===== config.mk =====
export PLATFORM = sky130hd
export DESIGN_NAME = lc3_ctrl
export DESIGN_NICKNAME = d
export VERILOG_FILES = /design/src/hdl/lc3_pkg.sv /design/src/hdl/lc3_ctrl.sv
export VERILOG_INCLUDE_DIRS = /design/src /design/src/hdl
export SDC_FILE = /design/constraint.sdc
export NUM_CORES = 1
export LEC_CHECK = 0
export ABC_AREA = 1
export BUFFER_PORTS_ARGS = -buffer_cell sky130_fd_sc_hd__buf_2
export CORE_MARGIN = 1.5
export CORE_UTILIZATION = 45
export CTS_CLUSTER_DIAMETER = 30
export DETAILED_ROUTE_END_ITERATION = 10
export GPL_TIMING_DRIVEN = 1
export PLACE_DENSITY = 0.74
export SYNTH_ARGS = -nofsm -noshare
export SYNTH_HDL_FRONTEND = slang
export SYNTH_SLANG_ARGS = --single-unit

===== constraint.sdc =====
create_clock -name clk -period 1.6 [get_ports clk]
set_input_delay 0.08 -clock clk [delete_from_list [all_inputs] [get_ports clk]]
set_output_delay 0.08 -clock clk [all_outputs]
set_load 0.02 [all_outputs]

===== src/hdl/lc3_instruction_core_macros.svh =====
// Assertion macros used by the LC-3 core controller
`ifndef LC3_INSTRUCTION_CORE_MACROS_SVH
`define LC3_INSTRUCTION_CORE_MACROS_SVH
// same-cycle implication, clocked on clk, off during reset
`define LC3_ASSERT_IMP(lbl, ante, cons, msg) \
	lbl: assert property (@(posedge clk) disable iff (!arst_n) (ante) |-> (cons)) \
		else $error(msg);
// next-cycle implication
`define LC3_ASSERT_NXT(lbl, ante, cons, msg) \
	lbl: assert property (@(posedge clk) disable iff (!arst_n) (ante) |=> (cons)) \
		else $error(msg);
`endif


===== src/hdl/lc3_pkg.sv =====
// Types, opcodes and helpers for the LC-3 instruction core
`timescale 1ns / 1ps
package lc3_pkg;
	localparam logic [1:0] CMD_WRITE = 2'd0;
	localparam logic [1:0] CMD_EXEC  = 2'd1;
	localparam logic [1:0] CMD_READ  = 2'd2;

	localparam logic [3:0] OP_BR  = 4'd0;
	localparam logic [3:0] OP_ADD = 4'd1;
	localparam logic [3:0] OP_LD  = 4'd2;
	localparam logic [3:0] OP_ST  = 4'd3;
	localparam logic [3:0] OP_JSR = 4'd4;
	localparam logic [3:0] OP_AND = 4'd5;
	localparam logic [3:0] OP_LDR = 4'd6;
	localparam logic [3:0] OP_STR = 4'd7;
	localparam logic [3:0] OP_NOT = 4'd9;
	localparam logic [3:0] OP_LDI = 4'd10;
	localparam logic [3:0] OP_STI = 4'd11;
	localparam logic [3:0] OP_JMP = 4'd12;
	localparam logic [3:0] OP_LEA = 4'd14;
	localparam logic [3:0] OP_TRAP = 4'd15;

	localparam logic [7:0] VEC_GETC = 8'h20;
	localparam logic [7:0] VEC_OUT  = 8'h21;
	localparam logic [7:0] VEC_IN   = 8'h23;
	localparam logic [7:0] VEC_HALT = 8'h25;

	localparam logic [15:0] START_PC_RESET = 16'h3000;
	localparam logic [15:0] KBSR_ADDR      = 16'hFE00;
	localparam logic [15:0] KBDR_ADDR      = 16'hFE02;
	localparam logic [15:0] KBSR_READY     = 16'h8000;

	localparam logic [2:0] CC_POS = 3'd1;
	localparam logic [2:0] CC_ZER = 3'd2;
	localparam logic [2:0] CC_NEG = 3'd4;

	typedef struct packed {
		logic [1:0]  cmd;
		logic [15:0] addr;
		logic [15:0] data;
		logic        key_ready;
		logic [7:0]  key_char;
	} req_t;

	typedef struct packed {
		logic [15:0] read_data;
		logic [15:0] pc_value;
		logic [2:0]  cond_flags;
		logic        char_valid;
		logic [7:0]  char_out;
		logic        key_taken;
		logic        halted;
		logic        bad_opcode;
	} rsp_t;

	// controller -> datapath
	typedef struct packed {
		logic latch;     // capture request, clear result flags
		logic wr_cmd;    // host memory write
		logic rd_cmd;    // host memory read issue
		logic rd_cap;    // capture host read data
		logic ld_req;    // start a load at mar
		logic ld_kbd;    // write key_char into KBDR
		logic ld_cap;    // capture load data into mdr
		logic ir_load;
		logic mar_ea;
		logic mar_mdr;
		logic store;
		logic commit;
	} ctrl_cmd_t;

	// datapath -> controller
	typedef struct packed {
		logic       halted;
		logic       kbsr_hit;
		logic       key_ready;
		logic [3:0] op;
	} dp_stat_t;

	function automatic logic [2:0] cc_of(input logic [15:0] v);
		logic [2:0] c;
		if (v == 16'd0) c = CC_ZER;
		else if (v[15]) c = CC_NEG;
		else c = CC_POS;
		return c;
	endfunction
endpackage


===== src/hdl/lc3_ctrl.sv =====
// Controller state machine sequencing commands and instruction phases
`timescale 1ns / 1ps
module lc3_ctrl (
	input  logic                 clk,
	input  logic                 arst_n,
	input  logic                 start,
	input  logic [1:0]           cmd,
	input  lc3_pkg::dp_stat_t    stat,
	output lc3_pkg::ctrl_cmd_t   ctl,
	output logic                 busy,
	output logic                 done
);
	import lc3_pkg::*;
	`include "lc3_instruction_core_macros.svh"

	localparam logic [3:0] S_IDLE   = 4'd0;
	localparam logic [3:0] S_WR     = 4'd1;
	localparam logic [3:0] S_RD     = 4'd2;
	localparam logic [3:0] S_RDW    = 4'd3;
	localparam logic [3:0] S_LDREQ  = 4'd4;
	localparam logic [3:0] S_KBD    = 4'd5;
	localparam logic [3:0] S_LDWAIT = 4'd6;
	localparam logic [3:0] S_LDDONE = 4'd7;
	localparam logic [3:0] S_DECODE = 4'd8;
	localparam logic [3:0] S_STORE  = 4'd9;
	localparam logic [3:0] S_COMMIT = 4'd10;
	localparam logic [3:0] S_DONE   = 4'd11;

	localparam logic [1:0] PH_FETCH = 2'd0;
	localparam logic [1:0] PH_OPND  = 2'd1;
	localparam logic [1:0] PH_IND   = 2'd2;
	localparam logic [1:0] PH_NONE  = 2'd3;

	logic [3:0] state_q, state_d;
	logic [1:0] ph_q, ph_d;

	always_comb begin
		state_d = state_q;
		ph_d    = ph_q;
		ctl     = '0;
		unique case (state_q)
			S_IDLE: begin
				if (start) begin
					ctl.latch = 1'b1;
					priority if (cmd == CMD_WRITE) state_d = S_WR;
					else if (cmd == CMD_READ) state_d = S_RD;
					else if (cmd == CMD_EXEC && !stat.halted) begin
						state_d = S_LDREQ;
						ph_d    = PH_FETCH;
					end else state_d = S_DONE;
				end
			end
			S_WR: begin
				ctl.wr_cmd = 1'b1;
				state_d    = S_DONE;
			end
			S_RD: begin
				ctl.rd_cmd = 1'b1;
				state_d    = S_RDW;
			end
			S_RDW: begin
				ctl.rd_cap = 1'b1;
				state_d    = S_DONE;
			end
			S_LDREQ: begin
				ctl.ld_req = 1'b1;
				// status word is known without a read
				priority if (stat.kbsr_hit && stat.key_ready) state_d = S_KBD;
				else if (stat.kbsr_hit) state_d = S_LDDONE;
				else state_d = S_LDWAIT;
			end
			S_KBD: begin
				ctl.ld_kbd = 1'b1;
				state_d    = S_LDDONE;
			end
			S_LDWAIT: begin
				ctl.ld_cap = 1'b1;
				state_d    = S_LDDONE;
			end
			S_LDDONE: begin
				priority if (ph_q == PH_FETCH) begin
					ctl.ir_load = 1'b1;
					state_d     = S_DECODE;
				end else if (ph_q == PH_OPND && stat.op == OP_LDI) begin
					ctl.mar_mdr = 1'b1;
					ph_d        = PH_IND;
					state_d     = S_LDREQ;
				end else if (ph_q == PH_OPND && stat.op == OP_STI) begin
					ctl.mar_mdr = 1'b1;
					state_d     = S_STORE;
				end else state_d = S_COMMIT;
			end
			S_DECODE: begin
				priority if (stat.op == OP_LD || stat.op == OP_LDI || stat.op == OP_LDR
						|| stat.op == OP_STI) begin
					ctl.mar_ea = 1'b1;
					ph_d       = PH_OPND;
					state_d    = S_LDREQ;
				end else if (stat.op == OP_ST || stat.op == OP_STR) begin
					ctl.mar_ea = 1'b1;
					state_d    = S_STORE;
				end else state_d = S_COMMIT;
			end
			S_STORE: begin
				ctl.store = 1'b1;
				state_d   = S_COMMIT;
			end
			S_COMMIT: begin
				ctl.commit = 1'b1;
				state_d    = S_DONE;
			end
			S_DONE: begin
				ph_d    = PH_NONE;
				state_d = S_IDLE;
			end
			default: state_d = S_IDLE;
		endcase
	end

	always_ff @(posedge clk or negedge arst_n) begin
		if (!arst_n) begin
			state_q <= S_IDLE;
			ph_q    <= PH_NONE;
		end else begin
			state_q <= state_d;
			ph_q    <= ph_d;
		end
	end

	assign busy = (state_q != S_IDLE);
	assign done = (state_q == S_DONE);

	`LC3_ASSERT_NXT(a_accept_leaves_idle, state_q == S_IDLE && start, busy, "start not taken")
	`LC3_ASSERT_NXT(a_done_returns_idle, done, !busy, "no return to idle after done")
	`LC3_ASSERT_IMP(a_load_has_phase, state_q == S_LDREQ, ph_q != PH_NONE, "load without phase")
endmodule


==> results.cfg, run 1 <==
[min_path]
hp-class = in -> reg

[clock_network]
clk_pin_slew_ps = 50
cts_tree = done
clock_latency_ps = 250
postCtsSetupRepairBufs = 0
numCtsBuffers = 3
clk_path_buf_depth = 2
clkSinkCount = 6
htree_levels = 1
cts_root_buffer = clkbuf_4

[worst_setup_path]
critPathCaptureType = output port
path_max_fanout = 7
crit_chain = nor2_2, nand2_2, a21oi_1, buf_2
crit_required_ps = 1520
crit_arrival_ps = 1400
criticalPathCategory = reg -> out
cpPeakStageDelay_ps = 450
cpMaxStageDelayCell = dfrtp_1
start_kind = flop

[die]
start_util_pct = 50.6
die_w_um = 42.0
rows = 13
ios = 26
core_um2 = 1350
die_h_um = 42.0
die-area_um2 = 1760

[placed_design]
portBuffers = 25
pre_cts_ws_ps = 250
gp_congestion = 0.924
place_inst = 157
hpwl_um = 1490

[timing]
fin_setup_tns_ps = 0
slew_headroom_pct = 81.9
period_minus_slack_ps = 1480
finalSetupViolations = 0
clock.fmax_mhz = 677
setup_ws_ps = 123
fin_crit_sh_pct = 92.3
rsz0062_at_grt = no
final-hold-violation-count = 0
maxSlewViolCount = 0
worstMarginPinSlew_ps = 271
fin_skew_ps = 6.21

[routing]
drtAntennaViolNets = 0
drtIter0Drc = 13
wl_um = 1770
remaining_drc_errors = 0
first_pass_iters = 4
num_vias = 842
wl_per_cell_um = 10.9
vias_per_cell = 5.20

[synth]
syn_nets = 129
yosys.area.top_type_share_pct = 14.8
yosysMostFrequentCell = nor2_1
synthAdderAreaFrac_pct = 0
synth_area_leaders = nor2_1, dfrtp_1, nand2_1, inv_1, dfstp_2
synth_compound_area_share_pct = 7.51
async_flop_share_pct = 100
synthSimpleGateAreaFrac_pct = 58.2
netlist_area_um2 = 683
synth-seq-area-share_pct = 22.3
yosys_warnings = 0
synthCells = 117
synth-main-ff-cell = dfrtp_1
syn-mean-instance-area_um2 = 5.84
synth_common_cells = nor2_1, nand2_1, inv_1
ys_types = 19
ys_seq_elements = 6
synthXorXnorAreaFrac_pct = 0
synth_edf_count = 0
synth_top_cell_by_area = nor2_1
synth_top_family_by_area = simple AND/OR/NAND/NOR gates
yosys-mux-area-fraction_pct = 0

[cells_and_area]
diodes = 0
fin_cells = 162
multi_input_area_um2 = 452
area_delta_synth_final_pct = 26.7
utilization_pct = 64.1
ff_latch_area_um2 = 153
final_layout_size_suffix_gt1_share_pct = 34.0
fill_cells = 147
fin_nets = 160

[power]
leakage_uw = 0.000526
finalPower_uw = 1530
power.density_nw_per_um2 = 1760
ir_worst_vdd_mv = 0.881

[outcome]
outcome = completed

[global_routing]
use_met1_pct = 24.9
grt_max_degree = 8
grt_pass1_wl_um = 3130
grt_use_total_pct = 22.8
use_met2_pct = 42.8
grt_most_used_layer = met2
grt_pass1_vias = 804
antenna_found_initial = 0
grt-ovfl-total = 0
grt_util_met3_pct = 4.78

[flow_run]
maxCapViolCount = 0
cells in the final DEF (no fill, tap or decap), drive strengths merged:
master,n
dfrtp,4
dlygate4sd3,1
buf,25
nand2,34
o22ai,1
inv,21
dfstp,2
nand4,1
clkbuf,4
o21ai,2
a21oi,7
nor2,35
nand3b,1
nand3,9
logic make-up after synthesis:
| family | Yosys count |
|---|---|
| simple gates | 80 |
| flops | 6 |
| compound gates | 10 |
| buf+inv | 21 |
metal layers:
layer / vias up / wire length, um
met3: 4 / 111
met2: 36 / 934
met4: 0 / 18
met1: 385 / 705
li1: 417 / -
met5: - / 0
final cells by class:
type                       count  share of cell area [%]
multi-input combinational     90                    52.2
inverter                      21                    9.39
clock buffer                   4                    3.03
tap                           15                    2.17
sequential                     6                    17.6
timing repair buffer          26                    15.6
what timing repair did:
action / 4_1_cts / 5_1_grt
hold endpoints to repair: 6 / 0
hold buffers: 1 / 0
setup endpoints to repair: 0 / 1
resized for setup: 0 / 1
flip-flops by register name, summed over array words and instances (netlist names):
name / count
state_q: 4
ph_q: 2
path summary, 6_finish.rpt:
check	end	startpoint	slack [ps]	cells after the start
setup / recovery	ctl[3]	state_q[0]$_DFFE_PN0N_	120	4
hold / removal	state_q[2]$_DFFE_PN0N_	start	130	3
min in group asynchronous	state_q[2]$_DFFE_PN0N_	arst_n	180	2
max in group asynchronous	ph_q[0]$_DFFE_PN1P_	arst_n	1190	2
hold reg to reg	ph_q[1]$_DFFE_PN1P_	ph_q[1]$_DFFE_PN1P_	480	2
setup reg to reg	ph_q[0]$_DFFE_PN1P_	state_q[0]$_DFFE_PN0N_	270	9
stage by stage:
step | hold WS, ps | area, um^2
finish | 131 | 866
floorplan | -216 | 683
global placement | -96.8 | 827
detailed placement | -89.5 | 827
global route | 132 | 866
CTS | 131 | 863
critical path, delay by kind of cell, from the launching register on:
kind | cells | cell delay (ps)
DFF | 1 | 450
and+or+nand+nor | 2 | 360
buffers and inverters | 1 | 190
AOI/OAI and AO/OA | 1 | 150
power by group:
part	switching, uW	total, uW	leakage [uW]	internal (uW)
clock network	63.5	159	0.0000150	95.0
logic	715	1060	0.000441	346
registers	80.4	307	0.0000697	226
total	859	1530	0.000526	667
Power figures use the tool's default switching activity.
==> run 2: changes to the inputs <==
- CORE_UTILIZATION: 45 -> 47
- PLACE_DENSITY: 0.74 -> 0.77
==> results.cfg, run 2 (synthesis gave the netlist of run 1 again) <==
[timing]
slew_headroom_pct = 83.0
rsz0062_at_grt = no
period_minus_slack_ps = 1520
fin_setup_tns_ps = 0
clock.fmax_mhz = 658
maxSlewViolCount = 0
finalSetupViolations = 0
fin_crit_sh_pct = 95.0
fin_skew_ps = 1.21
setup_ws_ps = 79.8
worstMarginPinSlew_ps = 254
final-hold-violation-count = 0

[cells_and_area]
largest_reg_flops = 4
layout_common_cells = nor2_1, nand2_1, buf_2
diodes = 0
area_delta_synth_final_pct = 26.4
final_layout_size_suffix_gt1_share_pct = 33.3
final_common_cell = nor2_1
fin_nets = 160
biggestRegsByFlops = state_q x4, ph_q x2
final_area_um2 = 863
largest-register = state_q

[worst_setup_path]
path_max_fanout = 3
start_kind = flop
criticalPathCategory = reg -> out
crit_arrival_ps = 1440
worst_r2r_endpoint = ph_q[1]$_DFFE_PN1P_
crit_required_ps = 1520
endpoint = ctl[2]
r2r_start = ph_q[0]$_DFFE_PN1P_
r2r_cells = 9
critPathCaptureType = output port
startpoint = ph_q[0]$_DFFE_PN1P_
reg2reg_slack_ps = 170

[global_routing]
antenna_found_initial = 0
use_met1_pct = 24.8
grt_pass1_wl_um = 2650
use_met2_pct = 45.7
grt_max_degree = 8
grt_use_total_pct = 23.9
grt_pass1_vias = 711
grt_most_used_layer = met2
grt-ovfl-total = 0
grt_util_met3_pct = 5.98

[clock_network]
postCtsSetupRepairBufs = 0
hold_buffers = 1
numCtsBuffers = 3
cts_root_buffer = clkbuf_4
cts_resized = 0
clk_path_buf_depth = 2
clkSinkCount = 6
clk_pin_slew_ps = 50
clock_latency_ps = 250
cts_tree = done
htree_levels = 1

[die]
ios = 26
die_w_um = 41.1
die_h_um = 41.1
rows = 13
core_um2 = 1330
die-area_um2 = 1690
start_util_pct = 51.2

[min_path]
hp-class = in -> reg

[routing]
first_pass_iters = 4
drtIter0Drc = 30
num_vias = 833
drtAntennaViolNets = 0
wl_per_cell_um = 10.7
wl_um = 1740
remaining_drc_errors = 0
vias_per_cell = 5.14

[power]
internal-power_uw = 666
ir_worst_vdd_mv = 1.01
power.density_nw_per_um2 = 1760
clkPwrFrac_pct = 10.5
p_sw_share_pct = 56.2
comb_power_share_pct = 69.6
leakage_uw = 0.000526
seq_power_share_pct = 19.9
p_sw_uw = 856

[placed_design]
gp_congestion = 0.928
pre_cts_ws_ps = 208
portBuffers = 25
hpwl_um = 1470
postPlaceCellArea_um2 = 827

[flow_run]
maxCapViolCount = 0

[outcome]
outcome = completed
## run 2: power by group through the flow
stage / registers (uW) / clock network [uW] / logic [uW]
after floorplan: 292 / 0 / 808
after global placement: 303 / 0 / 1030
after detailed placement: 305 / 0 / 1050
after CTS: 302 / 161 / 1060
after global routing: 310 / 176 / 1170
final: 303 / 159 / 1060
## run 2: metal layers
layer	part of all wire (%)	wire, um
met4	2.2	38
met1	40	692
met3	9.4	163
met5	0	0
met2	49	845
## run 2: per-stage QoR
stage,hold WS (ps),power [uW],utilization (%),instances
after floorplan,-216,1100,-,117
after global placement,-97.4,1330,62.0,157
after detailed placement,-94.0,1360,62.0,157
after CTS,136,1520,64.7,162
after global routing,132,1650,64.7,162
final,140,1520,64.7,162
## run 2: worst min path at each step
stage	slack (ps)	cells past startpoint	startpoint	endpoint
6_report	140	3	start	state_q[0]$_DFFE_PN0N_
3_5_place_dp	-90	1	arst_n	state_q[2]$_DFFE_PN0N_
4_1_cts	140	3	start	state_q[0]$_DFFE_PN0N_
3_3_place_gp	-100	1	arst_n	state_q[3]$_DFFE_PN0N_
5_1_grt	130	3	start	state_q[0]$_DFFE_PN0N_
2_1_floorplan	-220	0	arst_n	state_q[0]$_DFFE_PN0N_
## run 2: final cells by class
type	instances	area (um^2)
Fill cell	135	470
Multi-Input combinational cell	90	449
Sequential cell	6	153
Timing Repair Buffer	26	135
Inverter	21	81.3
Clock buffer	4	26.3
Tap cell	15	18.8
## run 2: critical path, stage by stage, from the launching register on
cell and delay, ps:
dfstp_2 540, inv_1 40, nor2_1 170, nand3_1 130, nor2_1 130, buf_2 180
==> run 3: changes to the inputs <==
- ABC_AREA: 1 -> 0
- CORE_UTILIZATION: 47 -> 46
==> results.cfg, run 3 <==
[outcome]
outcome = finished with violations
violations = setup timing

[die]
start_util_pct = 49.6
core_um2 = 1300
ios = 26
die_w_um = 40.5
rows = 13
die-area_um2 = 1640
die_h_um = 40.5

[clock_network]
clkSinkCount = 6
htree_levels = 1
clk_path_buf_depth = 2
numCtsBuffers = 3
cts_root_buffer = clkbuf_4
cts_tree = done
clk_pin_slew_ps = 60
clock_latency_ps = 260

[synth]
async_flop_share_pct = 100
syn_nets = 92
yosysMostFrequentCell = nor2_1
ys_seq_elements = 6
synth-seq-area-share_pct = 23.6
synth_top_cell_by_area = dfrtp_1
syn-mean-instance-area_um2 = 8.07
synth_edf_count = 0
netlist_area_um2 = 646
synthCells = 80
ys_types = 38
yosys.area.top_type_share_pct = 15.5
synth-main-ff-cell = dfrtp_1
yosys_warnings = 0
synth_common_cells = nor2_1, nand2b_1, nor3_1
synth_area_leaders = dfrtp_1, dfstp_2, nor2_1, nand2b_1, a31oi_1

[power]
clkPwrFrac_pct = 6.3
ir_worst_vdd_mv = 1.24
seq_power_share_pct = 16.7
p_sw_share_pct = 48.8
comb_power_share_pct = 76.9
p_sw_uw = 1160
leakage_uw = 0.000570
power.density_nw_per_um2 = 2030
internal-power_uw = 1220

[global_routing]
grt_max_degree = 12
grt_use_total_pct = 35.6
grt-ovfl-total = 0
grt_pass1_wl_um = 3790
grt_pass1_vias = 824
antenna_found_initial = 0

[worst_setup_path]
path_max_fanout = 6
criticalPathCategory = reg -> reg
cpPeakStageDelay_ps = 450
crit_required_ps = 1770
crit_family = flip-flops
r2r_cells = 7
worstPathBufferInverterCount = 2
crit_chain = buf_6, nor4_4, inv_2, a21oi_4, nor2_1, o311ai_4, mux2_4
critPathCaptureType = flop
worstSetupPathDepth = 7
start_kind = flop
crit_arrival_ps = 1960
cpMaxStageDelayCell = dfrtp_2

[placed_design]
portBuffers = 25
postPlaceCellArea_um2 = 953
hpwl_um = 1690
gp_congestion = 0.936

[routing]
remaining_drc_errors = 0
drtAntennaViolNets = 0
num_vias = 942
drtIter0Drc = 26
first_pass_iters = 4
wl_per_cell_um = 20.7
vias_per_cell = 6.36
wl_um = 3070

[timing]
slew_headroom_pct = 71.5
final-hold-violation-count = 0
finalSetupViolations = 9
clock.fmax_mhz = 559
fin_crit_sh_pct = 112
period_minus_slack_ps = 1790
setup_ws_ps = -190
whs_ps = 195
rsz0062_at_grt = yes
maxSlewViolCount = 0
worstMarginPinSlew_ps = 425
fin_setup_tns_ps = -598
fin_skew_ps = 14.3

[flow_run]
maxCapViolCount = 0

[cells_and_area]
final_area_um2 = 1170
final_layout_size_suffix_gt1_share_pct = 63.2
layout_common_cells = buf_4, buf_2, nor2_1
largest_reg_flops = 4
utilization_pct = 90.1
fin_nets = 147
final_common_cell = buf_4
largest-register = state_q
biggestRegsByFlops = state_q x4, ph_q x2
diodes = 0
area_delta_synth_final_pct = 81.6

[min_path]
hp-class = in -> async
run 3: cell types whose count changed after synthesis, sizes merged, moves of 3 or more:
cell	previous run	this run
a21oi	7	4
a31oi	0	4
buf	0	4
inv	21	4
nand2	34	2
nand2b	0	5
nand3	9	1
nor2	35	13
nor3	0	5
run 3: through the flow:
| stage | setup slack, ps | power, uW | cells |
|---|---|---|---|
| CTS | -138 | 2010 | 144 |
| global route | -233 | 2480 | 148 |
| finish | -190 | 2380 | 148 |
| detailed placement | -146 | 1700 | 139 |
| global placement | -105 | 1660 | 139 |
| floorplan | -89.2 | 1170 | 80 |
run 3: power by group through the flow:
stage                     registers [uW]  clock network [uW]  logic, uW
after global routing                 402                 151       1930
final                                399                 151       1830
after global placement               362                   0       1300
after detailed placement             365                   0       1330
after floorplan                      310                   0        855
after CTS                            381                 144       1490
run 3: routing by layer:
layer	vias to the layer above	global-route usage [%]	part of all wire (%)
met3	21	1.67	7.9
met2	67	65.1	49
met1	447	42.6	37
li1	407	-	-
met5	-	0	0
met4	0	14.2	5.4
run 3: path summary, 6_finish.rpt:
check                                               to                   start  slack (ps)
worst max-delay path               ph_q[0]$_DFFE_PN1P_  state_q[1]$_DFFE_PN0N_        -190
worst min-delay path            state_q[1]$_DFFE_PN0N_                  arst_n         190
worst max register to register     ph_q[0]$_DFFE_PN1P_  state_q[1]$_DFFE_PN0N_        -190
worst min register to register     ph_q[0]$_DFFE_PN1P_     ph_q[0]$_DFFE_PN1P_         800
max in group asynchronous          ph_q[0]$_DFFE_PN1P_                  arst_n        1170
min in group clk                state_q[2]$_DFFE_PN0N_                  cmd[0]         200
run 3: kinds of logic after synthesis:
family,share of synthesized area (%)
AO/OA/AOI/OAI,25.0
buffers and inverters,7.17
flip-flops,23.6
multiplexers,3.49
AND/OR/NAND/NOR,40.7
run 3: final cells by class:
type                            count  area, um^2
Multi-Input combinational cell     66         573
Timing Repair Buffer               54         385
Sequential cell                     6         158
Fill cell                          59         129
Clock buffer                        3        22.5
Tap cell                           15        18.8
Inverter                            4        15.0
run 3: repair_timing:
| action | 4_1_cts | 5_1_grt |
|---|---|---|
| endpoints found under the setup margin | 9 | 13 |
| setup buffers | 1 | 5 |
| pin swaps | 2 | 9 |
| resized for setup | 12 | 25 |
| hold buffers | 1 | 0 |
| gates cloned | 0 | 0 |
| hold endpoints to repair | 6 | 0 |
